===== config.mk =====
export PLATFORM = sky130hd
export DESIGN_NAME = refcounted_tag_cache_table_top
export DESIGN_NICKNAME = d
export VERILOG_FILES = /design/src/hdl/rctc_pkg.sv /design/src/hdl/rctc_ctrl.sv /design/src/hdl/rctc_datapath.sv /design/src/hdl/refcounted_tag_cache_table_top.sv
export SDC_FILE = /design/constraint.sdc
export NUM_CORES = 2
export LEC_CHECK = 0
export ABC_AREA = 1
export ABC_CLOCK_PERIOD_IN_PS = 6870
export BUFFER_PORTS_ARGS = -buffer_cell sky130_fd_sc_hd__buf_2
export CORE_AREA = 2 2 519 521
export CTS_BUF_LIST = sky130_fd_sc_hd__clkbuf_4 sky130_fd_sc_hd__clkbuf_8
export DETAILED_ROUTE_END_ITERATION = 8
export DIE_AREA = 0 0 521 523
export HOLD_SLACK_MARGIN = 0.15
export PLACE_DENSITY = 0.76
export SETUP_SLACK_MARGIN = 0.4
export SYNTH_ARGS = -nofsm -noshare
export SYNTH_HDL_FRONTEND = slang
export SYNTH_SLANG_ARGS = --single-unit

===== constraint.sdc =====
create_clock -name i_clk -period 6.87 [get_ports i_clk]
set_input_delay 0.687 -clock i_clk [delete_from_list [all_inputs] [get_ports i_clk]]
set_output_delay 0.687 -clock i_clk [all_outputs]
set_load 0.02 [all_outputs]

===== src/hdl/rctc_pkg.sv =====
// ----------------------------------------------------------------------------
// rctc_pkg
// Shared types and constants for the reference-counted tag cache table.
// ----------------------------------------------------------------------------
package rctc_pkg;

    localparam int ENTRIES_DEF    = 64;
    localparam int COUNT_BITS_DEF = 16;

    localparam int FUNC_W   = 2;
    localparam int KEY_W    = 32;
    localparam int SLOT_W   = 6;
    localparam int STATUS_W = 2;
    localparam int COUNT_W  = 16;

    typedef enum logic [FUNC_W-1:0] {
        FUNC_GET     = 2'd0,
        FUNC_ALLOC   = 2'd1,
        FUNC_DUP     = 2'd2,
        FUNC_RELEASE = 2'd3
    } t_func;

    typedef enum logic [STATUS_W-1:0] {
        ST_OK      = 2'd0,
        ST_CLAIMED = 2'd1,
        ST_FULL    = 2'd2,
        ST_INVALID = 2'd3
    } t_status;

    typedef enum logic [1:0] {
        S_CLEAR = 2'd0,
        S_IDLE  = 2'd1,
        S_SCAN  = 2'd2,
        S_SLOT  = 2'd3
    } t_state;

    typedef struct packed {
        logic clear;
        logic load;
        logic step;
        logic finish;
    } t_cmd;

    typedef struct packed {
        logic hit;
        logic free_now;
        logic is_alloc;
        logic last;
        logic clr_last;
    } t_stat;

endpackage


===== src/hdl/rctc_ctrl.sv =====
// ----------------------------------------------------------------------------
// rctc_ctrl
// Controller: clearing pass, request accept, table scan and slot update.
// ----------------------------------------------------------------------------
module rctc_ctrl import rctc_pkg::*; (
    input  logic                i_clk,
    input  logic                i_rst_n,
    input  logic                i_start,
    input  logic [FUNC_W-1:0]   i_func,
    input  t_stat               i_stat,
    output t_cmd                o_cmd,
    output logic                o_busy
);

    t_state r_state;
    t_state n_state;
    logic   scan_end;

    assign scan_end = i_stat.hit || (i_stat.is_alloc && i_stat.free_now) || i_stat.last;

    always_ff @(posedge i_clk) begin
        if (!i_rst_n) begin
            r_state <= S_CLEAR;
        end else begin
            r_state <= n_state;
        end
    end

    always_comb begin
        n_state = r_state;
        case (r_state)
            S_CLEAR: begin
                if (i_stat.clr_last) n_state = S_IDLE;
            end
            S_IDLE: begin
                if (i_start) begin
                    if (t_func'(i_func) inside {FUNC_DUP, FUNC_RELEASE}) n_state = S_SLOT;
                    else n_state = S_SCAN;
                end
            end
            S_SCAN: begin
                if (scan_end) n_state = S_IDLE;
            end
            S_SLOT: begin
                n_state = S_IDLE;
            end
            default: begin
                n_state = S_IDLE;
            end
        endcase
    end

    always_comb begin
        o_cmd  = '0;
        o_busy = 1'b1;
        case (r_state)
            S_CLEAR: begin
                o_cmd.clear = 1'b1;
            end
            S_IDLE: begin
                o_busy     = 1'b0;
                o_cmd.load = i_start;
            end
            S_SCAN: begin
                o_cmd.step   = !scan_end;
                o_cmd.finish = scan_end;
            end
            S_SLOT: begin
                o_cmd.finish = 1'b1;
            end
            default: begin
                o_cmd = '0;
            end
        endcase
    end

endmodule


===== src/hdl/rctc_datapath.sv =====
// ----------------------------------------------------------------------------
// rctc_datapath
// Entry memory, scan pointer, free-slot tracking and result registers.
// ----------------------------------------------------------------------------
module rctc_datapath import rctc_pkg::*; #(
    parameter int ENTRIES    = ENTRIES_DEF,
    parameter int COUNT_BITS = COUNT_BITS_DEF
) (
    input  logic                i_clk,
    input  logic                i_rst_n,
    input  t_cmd                i_cmd,
    output t_stat               o_stat,
    input  logic [FUNC_W-1:0]   i_func,
    input  logic [KEY_W-1:0]    i_key,
    input  logic [SLOT_W-1:0]   i_slot_in,
    output logic                o_done,
    output logic [SLOT_W-1:0]   o_slot_out,
    output logic [STATUS_W-1:0] o_status,
    output logic [COUNT_W-1:0]  o_count_out
);

    localparam int IDX_W = $clog2(ENTRIES);
    localparam int ENT_W = 1 + KEY_W + COUNT_BITS;
    localparam logic [IDX_W-1:0]      LAST_IDX = IDX_W'(ENTRIES - 1);
    localparam logic [COUNT_BITS-1:0] CNT_MAX  = '1;
    localparam logic [COUNT_BITS-1:0] CNT_ONE  = COUNT_BITS'(1);

    logic [ENT_W-1:0] mem [ENTRIES];

    t_func               r_func;
    logic [KEY_W-1:0]    r_key;
    logic [SLOT_W-1:0]   r_slot_in;
    logic                r_oor;
    logic [IDX_W-1:0]    r_idx;
    logic [ENT_W-1:0]    r_rdata;
    logic                r_have_free;
    logic [IDX_W-1:0]    r_free_idx;
    logic [IDX_W-1:0]    r_clr_idx;
    logic                r_done;
    logic [SLOT_W-1:0]   r_slot_out;
    t_status             r_status;
    logic [COUNT_W-1:0]  r_count_out;

    logic                  rd_v;
    logic [KEY_W-1:0]      rd_key;
    logic [COUNT_BITS-1:0] rd_cnt;
    logic [COUNT_BITS-1:0] bumped;
    logic                  hit;
    logic                  free_now;
    logic [IDX_W-1:0]      free_eff;
    logic                  rd_en;
    logic [IDX_W-1:0]      rd_addr;
    logic                  we;
    logic [IDX_W-1:0]      waddr;
    logic [ENT_W-1:0]      wdata;
    logic [SLOT_W-1:0]     n_slot_out;
    t_status               n_status;
    logic [COUNT_BITS-1:0] n_count;

    assign rd_v     = r_rdata[ENT_W-1];
    assign rd_key   = r_rdata[ENT_W-2 -: KEY_W];
    assign rd_cnt   = r_rdata[COUNT_BITS-1:0];
    assign bumped   = (rd_cnt == CNT_MAX) ? rd_cnt : rd_cnt + CNT_ONE;
    assign hit      = rd_v && (rd_key == r_key) && (r_func == FUNC_GET);
    assign free_now = !rd_v;
    assign free_eff = r_have_free ? r_free_idx : r_idx;

    assign o_stat.hit      = hit;
    assign o_stat.free_now = free_now;
    assign o_stat.is_alloc = (r_func == FUNC_ALLOC);
    assign o_stat.last     = (r_idx == LAST_IDX);
    assign o_stat.clr_last = (r_clr_idx == LAST_IDX);

    always_comb begin
        rd_en   = i_cmd.load || i_cmd.step;
        rd_addr = r_idx + IDX_W'(1);
        if (i_cmd.load) begin
            if (t_func'(i_func) inside {FUNC_DUP, FUNC_RELEASE}) rd_addr = IDX_W'(i_slot_in);
            else rd_addr = '0;
        end
    end

    always_comb begin
        we         = 1'b0;
        waddr      = r_idx;
        wdata      = '0;
        n_slot_out = SLOT_W'(r_idx);
        n_status   = ST_OK;
        n_count    = '0;
        if (i_cmd.clear) begin
            we    = 1'b1;
            waddr = r_clr_idx;
        end else if (i_cmd.finish) begin
            case (r_func)
                FUNC_GET, FUNC_ALLOC: begin
                    if (hit) begin
                        we      = 1'b1;
                        wdata   = {1'b1, rd_key, bumped};
                        n_count = bumped;
                    end else if (r_func == FUNC_GET && (r_have_free || free_now)) begin
                        we         = 1'b1;
                        waddr      = free_eff;
                        wdata      = {1'b1, r_key, CNT_ONE};
                        n_slot_out = SLOT_W'(free_eff);
                        n_status   = ST_CLAIMED;
                        n_count    = CNT_ONE;
                    end else if (r_func == FUNC_ALLOC && free_now) begin
                        we       = 1'b1;
                        wdata    = {1'b1, rd_key, CNT_ONE};
                        n_status = ST_CLAIMED;
                        n_count  = CNT_ONE;
                    end else begin
                        n_slot_out = '0;
                        n_status   = ST_FULL;
                    end
                end
                FUNC_DUP, FUNC_RELEASE: begin
                    n_slot_out = r_slot_in;
                    if (r_oor || !rd_v) begin
                        n_status = ST_INVALID;
                    end else if (r_func == FUNC_DUP) begin
                        we      = 1'b1;
                        wdata   = {1'b1, rd_key, bumped};
                        n_count = bumped;
                    end else if (rd_cnt > CNT_ONE) begin
                        we      = 1'b1;
                        wdata   = {1'b1, rd_key, rd_cnt - CNT_ONE};
                        n_count = rd_cnt - CNT_ONE;
                    end else begin
                        we = 1'b1;
                    end
                end
                default: begin
                    n_status = ST_OK;
                end
            endcase
        end
    end

    always_ff @(posedge i_clk) begin
        if (we) mem[waddr] <= wdata;
        if (rd_en) r_rdata <= mem[rd_addr];
    end

    always_ff @(posedge i_clk) begin
        if (rd_en) r_idx <= rd_addr;
        if (i_cmd.load) begin
            r_func    <= t_func'(i_func);
            r_key     <= i_key;
            r_slot_in <= i_slot_in;
            r_oor     <= (32'(i_slot_in) >= 32'(ENTRIES));
        end
        if (i_cmd.step && free_now && !r_have_free) r_free_idx <= r_idx;
        if (i_cmd.finish) begin
            r_slot_out  <= n_slot_out;
            r_status    <= n_status;
            r_count_out <= COUNT_W'(n_count);
        end
    end

    always_ff @(posedge i_clk) begin
        if (!i_rst_n) begin
            r_have_free <= 1'b0;
            r_clr_idx   <= '0;
            r_done      <= 1'b0;
        end else begin
            r_done <= i_cmd.finish;
            if (i_cmd.load) r_have_free <= 1'b0;
            else if (i_cmd.step && free_now) r_have_free <= 1'b1;
            if (i_cmd.clear) r_clr_idx <= r_clr_idx + IDX_W'(1);
        end
    end

    assign o_done      = r_done;
    assign o_slot_out  = r_slot_out;
    assign o_status    = r_status;
    assign o_count_out = r_count_out;

endmodule


===== src/hdl/refcounted_tag_cache_table_top.sv =====
// ----------------------------------------------------------------------------
// refcounted_tag_cache_table_top
// Reference-counted tag cache table: get, alloc, dup and release requests.
// ----------------------------------------------------------------------------
// Get and alloc: after the accept, a scan of the entries through the
// single read port of the entry memory, one entry per cycle; the result is registered.
// Dup and release: accept, then slot read and update; result registered. One request at a time.
// A new request is taken in the result cycle.
// Reset: a clearing pass over every entry zeroes the memory; busy stays high.
module refcounted_tag_cache_table_top import rctc_pkg::*; #(
    parameter int ENTRIES    = ENTRIES_DEF,
    parameter int COUNT_BITS = COUNT_BITS_DEF
) (
    input  logic                i_clk,
    input  logic                i_rst_n,
    input  logic                start,
    output logic                busy,
    input  logic [FUNC_W-1:0]   i_func,
    input  logic [KEY_W-1:0]    i_key,
    input  logic [SLOT_W-1:0]   i_slot_in,
    output logic                o_done,
    output logic [SLOT_W-1:0]   o_slot_out,
    output logic [STATUS_W-1:0] o_status,
    output logic [COUNT_W-1:0]  o_count_out
);

    t_cmd  cmd;
    t_stat stat;

    rctc_ctrl u_ctrl (
        .i_clk   (i_clk),
        .i_rst_n (i_rst_n),
        .i_start (start),
        .i_func  (i_func),
        .i_stat  (stat),
        .o_cmd   (cmd),
        .o_busy  (busy)
    );

    rctc_datapath #(
        .ENTRIES    (ENTRIES),
        .COUNT_BITS (COUNT_BITS)
    ) u_datapath (
        .i_clk       (i_clk),
        .i_rst_n     (i_rst_n),
        .i_cmd       (cmd),
        .o_stat      (stat),
        .i_func      (i_func),
        .i_key       (i_key),
        .i_slot_in   (i_slot_in),
        .o_done      (o_done),
        .o_slot_out  (o_slot_out),
        .o_status    (o_status),
        .o_count_out (o_count_out)
    );

    a_done_idle: assert property (@(posedge i_clk) disable iff (!i_rst_n)
        o_done |-> !busy)
        else $error("result strobe while busy");

    a_accept_busy: assert property (@(posedge i_clk) disable iff (!i_rst_n)
        (start && !busy) |=> busy)
        else $error("accepted request did not raise busy");

    a_single_beat: assert property (@(posedge i_clk) disable iff (!i_rst_n)
        o_done |=> !o_done)
        else $error("result strobe held for more than one beat");

    a_full_zero: assert property (@(posedge i_clk) disable iff (!i_rst_n)
        (o_done && o_status == ST_FULL) |-> (o_slot_out == '0 && o_count_out == '0))
        else $error("full status with nonzero slot or count");

endmodule


* Yosys cells after proc, flatten, opt, wreduce, memory -nomap -nowiden *
Memories as Yosys holds them, arrays and structs flattened. A register that Yosys moved wholly into a read port is not among the register bits.
Cells that the tools add are included.

word-level totals
  flip-flop bits (word level) = 86
  RAM bits = 3136
  input port bits = 43
  output and inout bits = 26
  word-level logic and storage cells = 108
  memories kept = 1

operators by class
  add/subtract/negate cells = 4
  magnitude comparators = 1
  equality and inequality tests = 15
  muxes and demuxes = 54
  bitwise logic cells = 1
  reductions and logical operators = 20

memory list
  memory          depth  width  read ports  clocked after memory_dff  write ports  RTL line             text
  u_datapath.mem  64     49     1           1                         1            rctc_datapath.sv:28  logic [ENT_W-1:0] mem [ENTRIES];

operator list
  operator                                                                           number
  49-bit two-way mux                                                                 8
  49-bit case mux with 2 select lines                                                1
  16-bit two-way mux                                                                 6
  6-bit two-way mux                                                                  12
  32-bit == test                                                                     1
  16-bit case mux with 2 select lines                                                1
  16-bit by 1-bit adder with 16-bit output (second input constant)                   1
  16-bit == test (second input constant)                                             1
  16-bit by 1-bit greater-than comparator with 1-bit output (second input constant)  1
  16-bit by 1-bit subtractor with 16-bit output (second input constant)              1
  1-bit two-way mux                                                                  14
  2-bit two-way mux                                                                  7
  6-bit by 1-bit adder with 6-bit output (second input constant)                     2
  2-bit == test (second input constant)                                              6
  6-bit == test (second input constant)                                              2
  6-bit case mux with 2 select lines                                                 1
  2-bit case mux with 4 select lines                                                 1
  1-bit logical AND                                                                  6
  2-bit OR reduction                                                                 3
  2-bit by 1-bit == test with 1-bit output (second input constant)                   2
  2-bit logical NOT                                                                  2
  1-bit logical OR                                                                   4
  2-bit inequality test (second input constant)                                      2
  1-bit case mux with 2 select lines                                                 2
  other kinds (6)                                                                    8

* Logic depth before layout (Yosys ltp) *
  depth in word-level cells = 10
  gate-level depth with buffers = 18
  gate-level depth less buffers = 17

* Modules after synthesis *
Synthesis repeated with hierarchy kept, for this count alone.

second synthesis, totals
  cell total of the unflattened synthesis = 10234
  area, all modules = 131897.8 sq um

modules (own cells, without submodules)
  module         times used  cells an instance  area an instance (sq um)  sequential area each (sq um)
  rctc_datapath  1           10207              131742.6                  98084.1
  rctc_ctrl      1           27                 155.1                     40.0

* Worst setup path before layout *
OpenSTA, ideal clock, no wires.

  path kind = register to register
  from = register u_datapath.r_func[1]
  to = memory u_datapath.mem[0][48] in the netlist's numbering, data pin
  setup time = 723 ps
  arrival time = 4459 ps
  required time = 6147 ps
  slack = 1688 ps
  stages on the path, launching flop included = 12
  buffers on the path = 3
  clock period less this slack = 5182 ps
  cell sequence = edfxtp_1 -> buf_4 -> nor3_4 -> inv_2 -> o211ai_2 -> inv_1 -> nand2_1 -> nand2_2 -> buf_4 -> a21oi_2 -> clkbuf_2 -> a21boi_0

on the way
  longest elaborated chain between the ends = 8
  elaborated cells between the ends (all ways) = 20
  those cells by class = 3 x eq/ne; 9 x mux; 8 x reduce/logical

ends and longest elaborated chain
  item                                      RTL line                                                        text
  start: declaration                        rctc_datapath.sv:30                                             t_func r_func;
  start signal: assignment                  rctc_datapath.sv:148                                            r_func <= t_func'(i_func);
  2-bit by 1-bit == test with 1-bit output  rctc_datapath.sv:70, rctc_datapath.sv:94, rctc_datapath.sv:107
  1-bit logical AND                         rctc_ctrl.sv:19, rctc_datapath.sv:107
  49-bit two-way mux                        rctc_datapath.sv:107                                            end else if (r_func == FUNC_ALLOC && free_now) begin
  49-bit two-way mux                        rctc_datapath.sv:100                                            end else if (r_func == FUNC_GET && (r_have_free || free_now)) begin
  49-bit two-way mux                        rctc_datapath.sv:96                                             if (hit) begin
  49-bit case mux with 2 select lines       rctc_datapath.sv:94                                             case (r_func)
  49-bit two-way mux *                      rctc_datapath.sv:93                                             end else if (i_cmd.finish) begin
  49-bit two-way mux *                      rctc_datapath.sv:90                                             if (i_cmd.clear) begin
  via u_datapath.wdata[48]                  rctc_datapath.sv:55                                             logic [ENT_W-1:0] wdata;
  end: declaration                          rctc_datapath.sv:28

The timed path passes the listed nets; every way through them passes the cells marked *.

* Worst setup path after layout *
  from = register u_datapath.r_func[1]
  to = memory u_datapath.mem[25][43] in the netlist's numbering, enable pin

on the way
  longest elaborated chain between the ends = 10
  elaborated cells between the ends (all ways) = 25
  those cells by class = 3 x eq/ne; 14 x mux; 8 x reduce/logical

ends and longest elaborated chain
  item                                      RTL line                                                        text
  2-bit by 1-bit == test with 1-bit output  rctc_datapath.sv:70, rctc_datapath.sv:94, rctc_datapath.sv:107
  1-bit logical AND                         rctc_ctrl.sv:19, rctc_datapath.sv:107
  1-bit two-way mux                         rctc_datapath.sv:107
  1-bit two-way mux                         rctc_datapath.sv:100
  1-bit two-way mux                         rctc_datapath.sv:96
  1-bit case mux with 2 select lines        rctc_datapath.sv:94
  1-bit two-way mux                         rctc_datapath.sv:93
  1-bit two-way mux                         rctc_datapath.sv:90
  1-bit two-way mux                         rctc_datapath.sv:141                                            if (we) mem[waddr] <= wdata;
  1-bit two-way mux (implied by the code)   rctc_datapath.sv:141

Several ways; a longest one is shown, not always the timed one.

==> summary.md <==
| Metric | Value |
|---|---|
| Run status | complete, no violations |
| Combined area of all synthesized cells | 132800 um2 |
| Area share of the leading cell type in the synthesized netlist | 73.76% |
| CTS Root Buffer Type | sky130_fd_sc_hd__clkbuf_8 |
| Max frequency | 176.7 MHz |
| Layout Utilization | 55.43% |
| Relative slew slack | 13.68% |
| Internal power | 30.16 mW |
| Global-route wire length before repair | 558.0 mm |
| Total Wirelength | 381.3 mm |
| Switching Share | 20.35% |
| Tightest Pin Transition | 1.292 ns |
| Number of synthesized flops with an enable pin | 3261 |
| Static leakage power | 43.40 nW |
| Initial antenna violation count | 29 |
| Number of nets in the synthesized netlist | 10401 |
| Clock net sink count | 3271 |
| Number of top-level design ports | 69 |
| Fraction of layout cells with a size suffix above 1 | 13.31% |
| TritonCTS clock tree | built |
| Standard-cell row count | 190 |
| Final Skew | 0.1062 ns |
| Vias in the first global route | 86174 |
| Max-cap check violation count | 0 |
| Library cell with the highest instance count after synthesis | sky130_fd_sc_hd__edfxtp_1 |
| Buffers from clock root to sink, at most | 4 |
| Top cells by count, synth | sky130_fd_sc_hd__edfxtp_1, sky130_fd_sc_hd__nor2_1, sky130_fd_sc_hd__nand2_1 |
| Pin count of the biggest net entering global routing | 198 |
| Worst-case vdd ir drop | 0.0002188 V |
| Critical Path RT | 7.60 ns |
| Crit Path Class | flip-flop to flip-flop |
| Kind of launch point of the worst setup path | flip-flop |
| Cells taking the most area after synthesis | sky130_fd_sc_hd__edfxtp_1, sky130_fd_sc_hd__o211ai_1, sky130_fd_sc_hd__nor2_1 |
| Starting density of the core | 49.73% |
| Gate power share | 0.6% |
| Post-synth ARST share | 0% |
| Syn Area/Cell | 12.82 um2 |
| Sequential-to-total area share from yosys stat | 73.91% |
| Total grt overflow | 0 |
| TritonCTS Buffers | 531 |
| H-tree level count | 6 |
| Ratio of routed vias to standard cells | 6.214 |
| Switching Power | 7.707 mW |
| Cell area power density | 255.9 nW/um2 |
| Sum of negative setup slack | 0 ns |
| Height of the die | 523 um |
| Fraction of power consumed by sequential logic | 57.5% |
| First-pass DRT Iterations | 8 |
| Via Count | 89664 |
| Syn Inst Count | 10353 |
| Clock network power share | 41.8% |
| Routed length per placed instance | 26.42 um |
| Filler cell count | 20560 |
| Die X-Extent | 521 um |
| Number of input and output port buffers inserted | 68 |
| Total of warnings raised by yosys | 0 |
| Final worst path period need | 5.660 ns |
| Max-slew violation count | 0 |
| Clock Latency Late Sink | 1.12 ns |
| Synth Flop Type | sky130_fd_sc_hd__edfxtp_1 |
| Final ANT Viol Nets | 0 |
| RePlAce Congestion | 0.9139 |
| Count of final hold-check violations | 0 |
| Number of nets in the finished design | 10564 |
| Number of endpoints failing setup at the final stage | 0 |
| Layout overhead on the synthesized area | 11.47% |
| Yosys reg bits | 3271 |
| Data arrival time of the worst path | 6.39 ns |
| Final period util | 82.39% |
| Biggest area consumer among synthesized cells | sky130_fd_sc_hd__edfxtp_1 |
| Detail Placement HPWL | 210.6 mm |
| Initial DRC Count | 14619 |
| Die Outline Area | 272500 um2 |
| Synth cell types | 55 |
| Crit path max fanout | 37 |
| Setup repair after global routing missed its margin | false |
| Clock transition at the register clock pins on the worst setup and hold paths after CTS | 0.07 ns |
| Number of DRC violations after detailed routing | 0 |
| Placeable core area | 267000 um2 |
| Type of destination of the critical path | flip-flop |
| Combined global-route utilization of all metal layers | 27.34% |
| Hold Crit Class | input port to flip-flop |
[through the flow]
stage	std cells	worst slack [ns]	power, mW	hold slack [ns]	cell area [um2]
floorplan	10353	1.688	22.30	0.4206	132800
global placement	13493	1.531	22.41	0.4806	137900
detailed placement	13493	1.421	22.42	0.4887	137900
CTS	14422	1.403	37.95	0.2570	148000
global route	14427	0.9323	38.81	0.2804	148000
finish	14430	1.210	37.87	0.3205	148000
[repair_timing]
item,CTS,global route
setup buffers,0,0
resized for setup,0,0
hold endpoints to repair,50,0
setup endpoints to repair,0,0
hold buffers,42,0
[state kept, by name, indices dropped and copies added, names as in the netlist]
signal                  count
u_datapath.mem           3136
u_datapath.r_func           2
u_datapath.o_done           1
u_datapath.o_count_out     16
u_datapath.o_status         2
u_datapath.o_slot_out       6
u_datapath.r_key           32
u_datapath.r_clr_idx        6
u_datapath.r_rdata         49
u_datapath.r_slot_in        6
u_datapath.r_have_free      1
u_ctrl.r_state              2
u_datapath.r_idx            6
u_datapath.r_free_idx       6
[final timing paths]
check	from	to	slack (ns)	cells after the start
setup / recovery	u_datapath.r_func[1]	u_datapath.mem[25][43]	1.21	12
hold / removal	i_key[25]	u_datapath.r_key[25]	0.32	2
setup reg to reg	u_datapath.r_func[1]	u_datapath.mem[25][43]	1.21	12
hold reg to reg	u_datapath.r_clr_idx[5]	u_datapath.r_clr_idx[5]	0.51	2
[cells in the final DEF, fill, tap and decap left out, types with 187 or more instances in the layout]
| cell | count |
|---|---|
| sky130_fd_sc_hd__edfxtp_1 | 3261 |
| sky130_fd_sc_hd__nand2_1 | 1285 |
| sky130_fd_sc_hd__nor2_1 | 1271 |
| sky130_fd_sc_hd__nand3_1 | 926 |
| sky130_fd_sc_hd__o211ai_1 | 886 |
| sky130_fd_sc_hd__o21ai_0 | 785 |
| sky130_fd_sc_hd__clkbuf_8 | 550 |
| sky130_fd_sc_hd__o21ai_1 | 474 |
| sky130_fd_sc_hd__or2_2 | 200 |
| sky130_fd_sc_hd__buf_4 | 187 |
[critical path: stages (launching register included)]
cell	delay [ns]
sky130_fd_sc_hd__edfxtp_1	0.66
sky130_fd_sc_hd__nor2_8	0.26
sky130_fd_sc_hd__o21ai_2	0.17
sky130_fd_sc_hd__inv_2	0.62
sky130_fd_sc_hd__nand2_1	0.17
sky130_fd_sc_hd__o21ai_0	0.12
sky130_fd_sc_hd__nand4_1	0.18
sky130_fd_sc_hd__nand2_1	0.13
sky130_fd_sc_hd__nand2_1	0.06
sky130_fd_sc_hd__nand2_1	0.33
sky130_fd_sc_hd__nand4_1	0.99
sky130_fd_sc_hd__nor2_4	1.15
sky130_fd_sc_hd__buf_4	0.45
[final cells by class]
type | count | area (um2) | area share, %
flip-flops and latches | 3271 | 98120 | 66.31
well taps | 3552 | 4444 | 3.003
clock buffers | 718 | 8831 | 5.967
diodes | 8 | 20.02 | 0.01353
repair buffers | 352 | 3266 | 2.207
inverters | 152 | 608.1 | 0.4109
multi-input cells | 6208 | 31870 | 21.54
clock inverters | 169 | 823.3 | 0.5563
[power by group through the flow]
stage | sequential [mW] | combinational [mW] | clock [mW]
finish | 21.8 | 0.242 | 15.8
global route | 21.8 | 0.254 | 16.8
CTS | 21.8 | 0.237 | 15.9
detailed placement | 22.2 | 0.215 | 0
global placement | 22.2 | 0.211 | 0
floorplan | 22.2 | 0.0984 | 0
[kinds of logic after synthesis]
kind of cell	Yosys count	synth area share [%]
DFF	3271	73.91
adders and majority gates	5	0.04712
xor gates and xnor gates	24	0.1583
AOI/OAI and AO/OA	2260	10.34
buffers and inverters	874	2.865
and+or+nand+nor	3919	12.68
[layer usage]
layer / global-route usage [%] / vias up / part of all wire, %
li1: - / 38531 / -
met1: 37.38 / 43707 / 37
met2: 41.61 / 6463 / 45
met3: 8.012 / 937 / 14
met4: 10.29 / 26 / 3.6
met5: 0 / - / 0.045
Power figures use the tool's default switching activity.
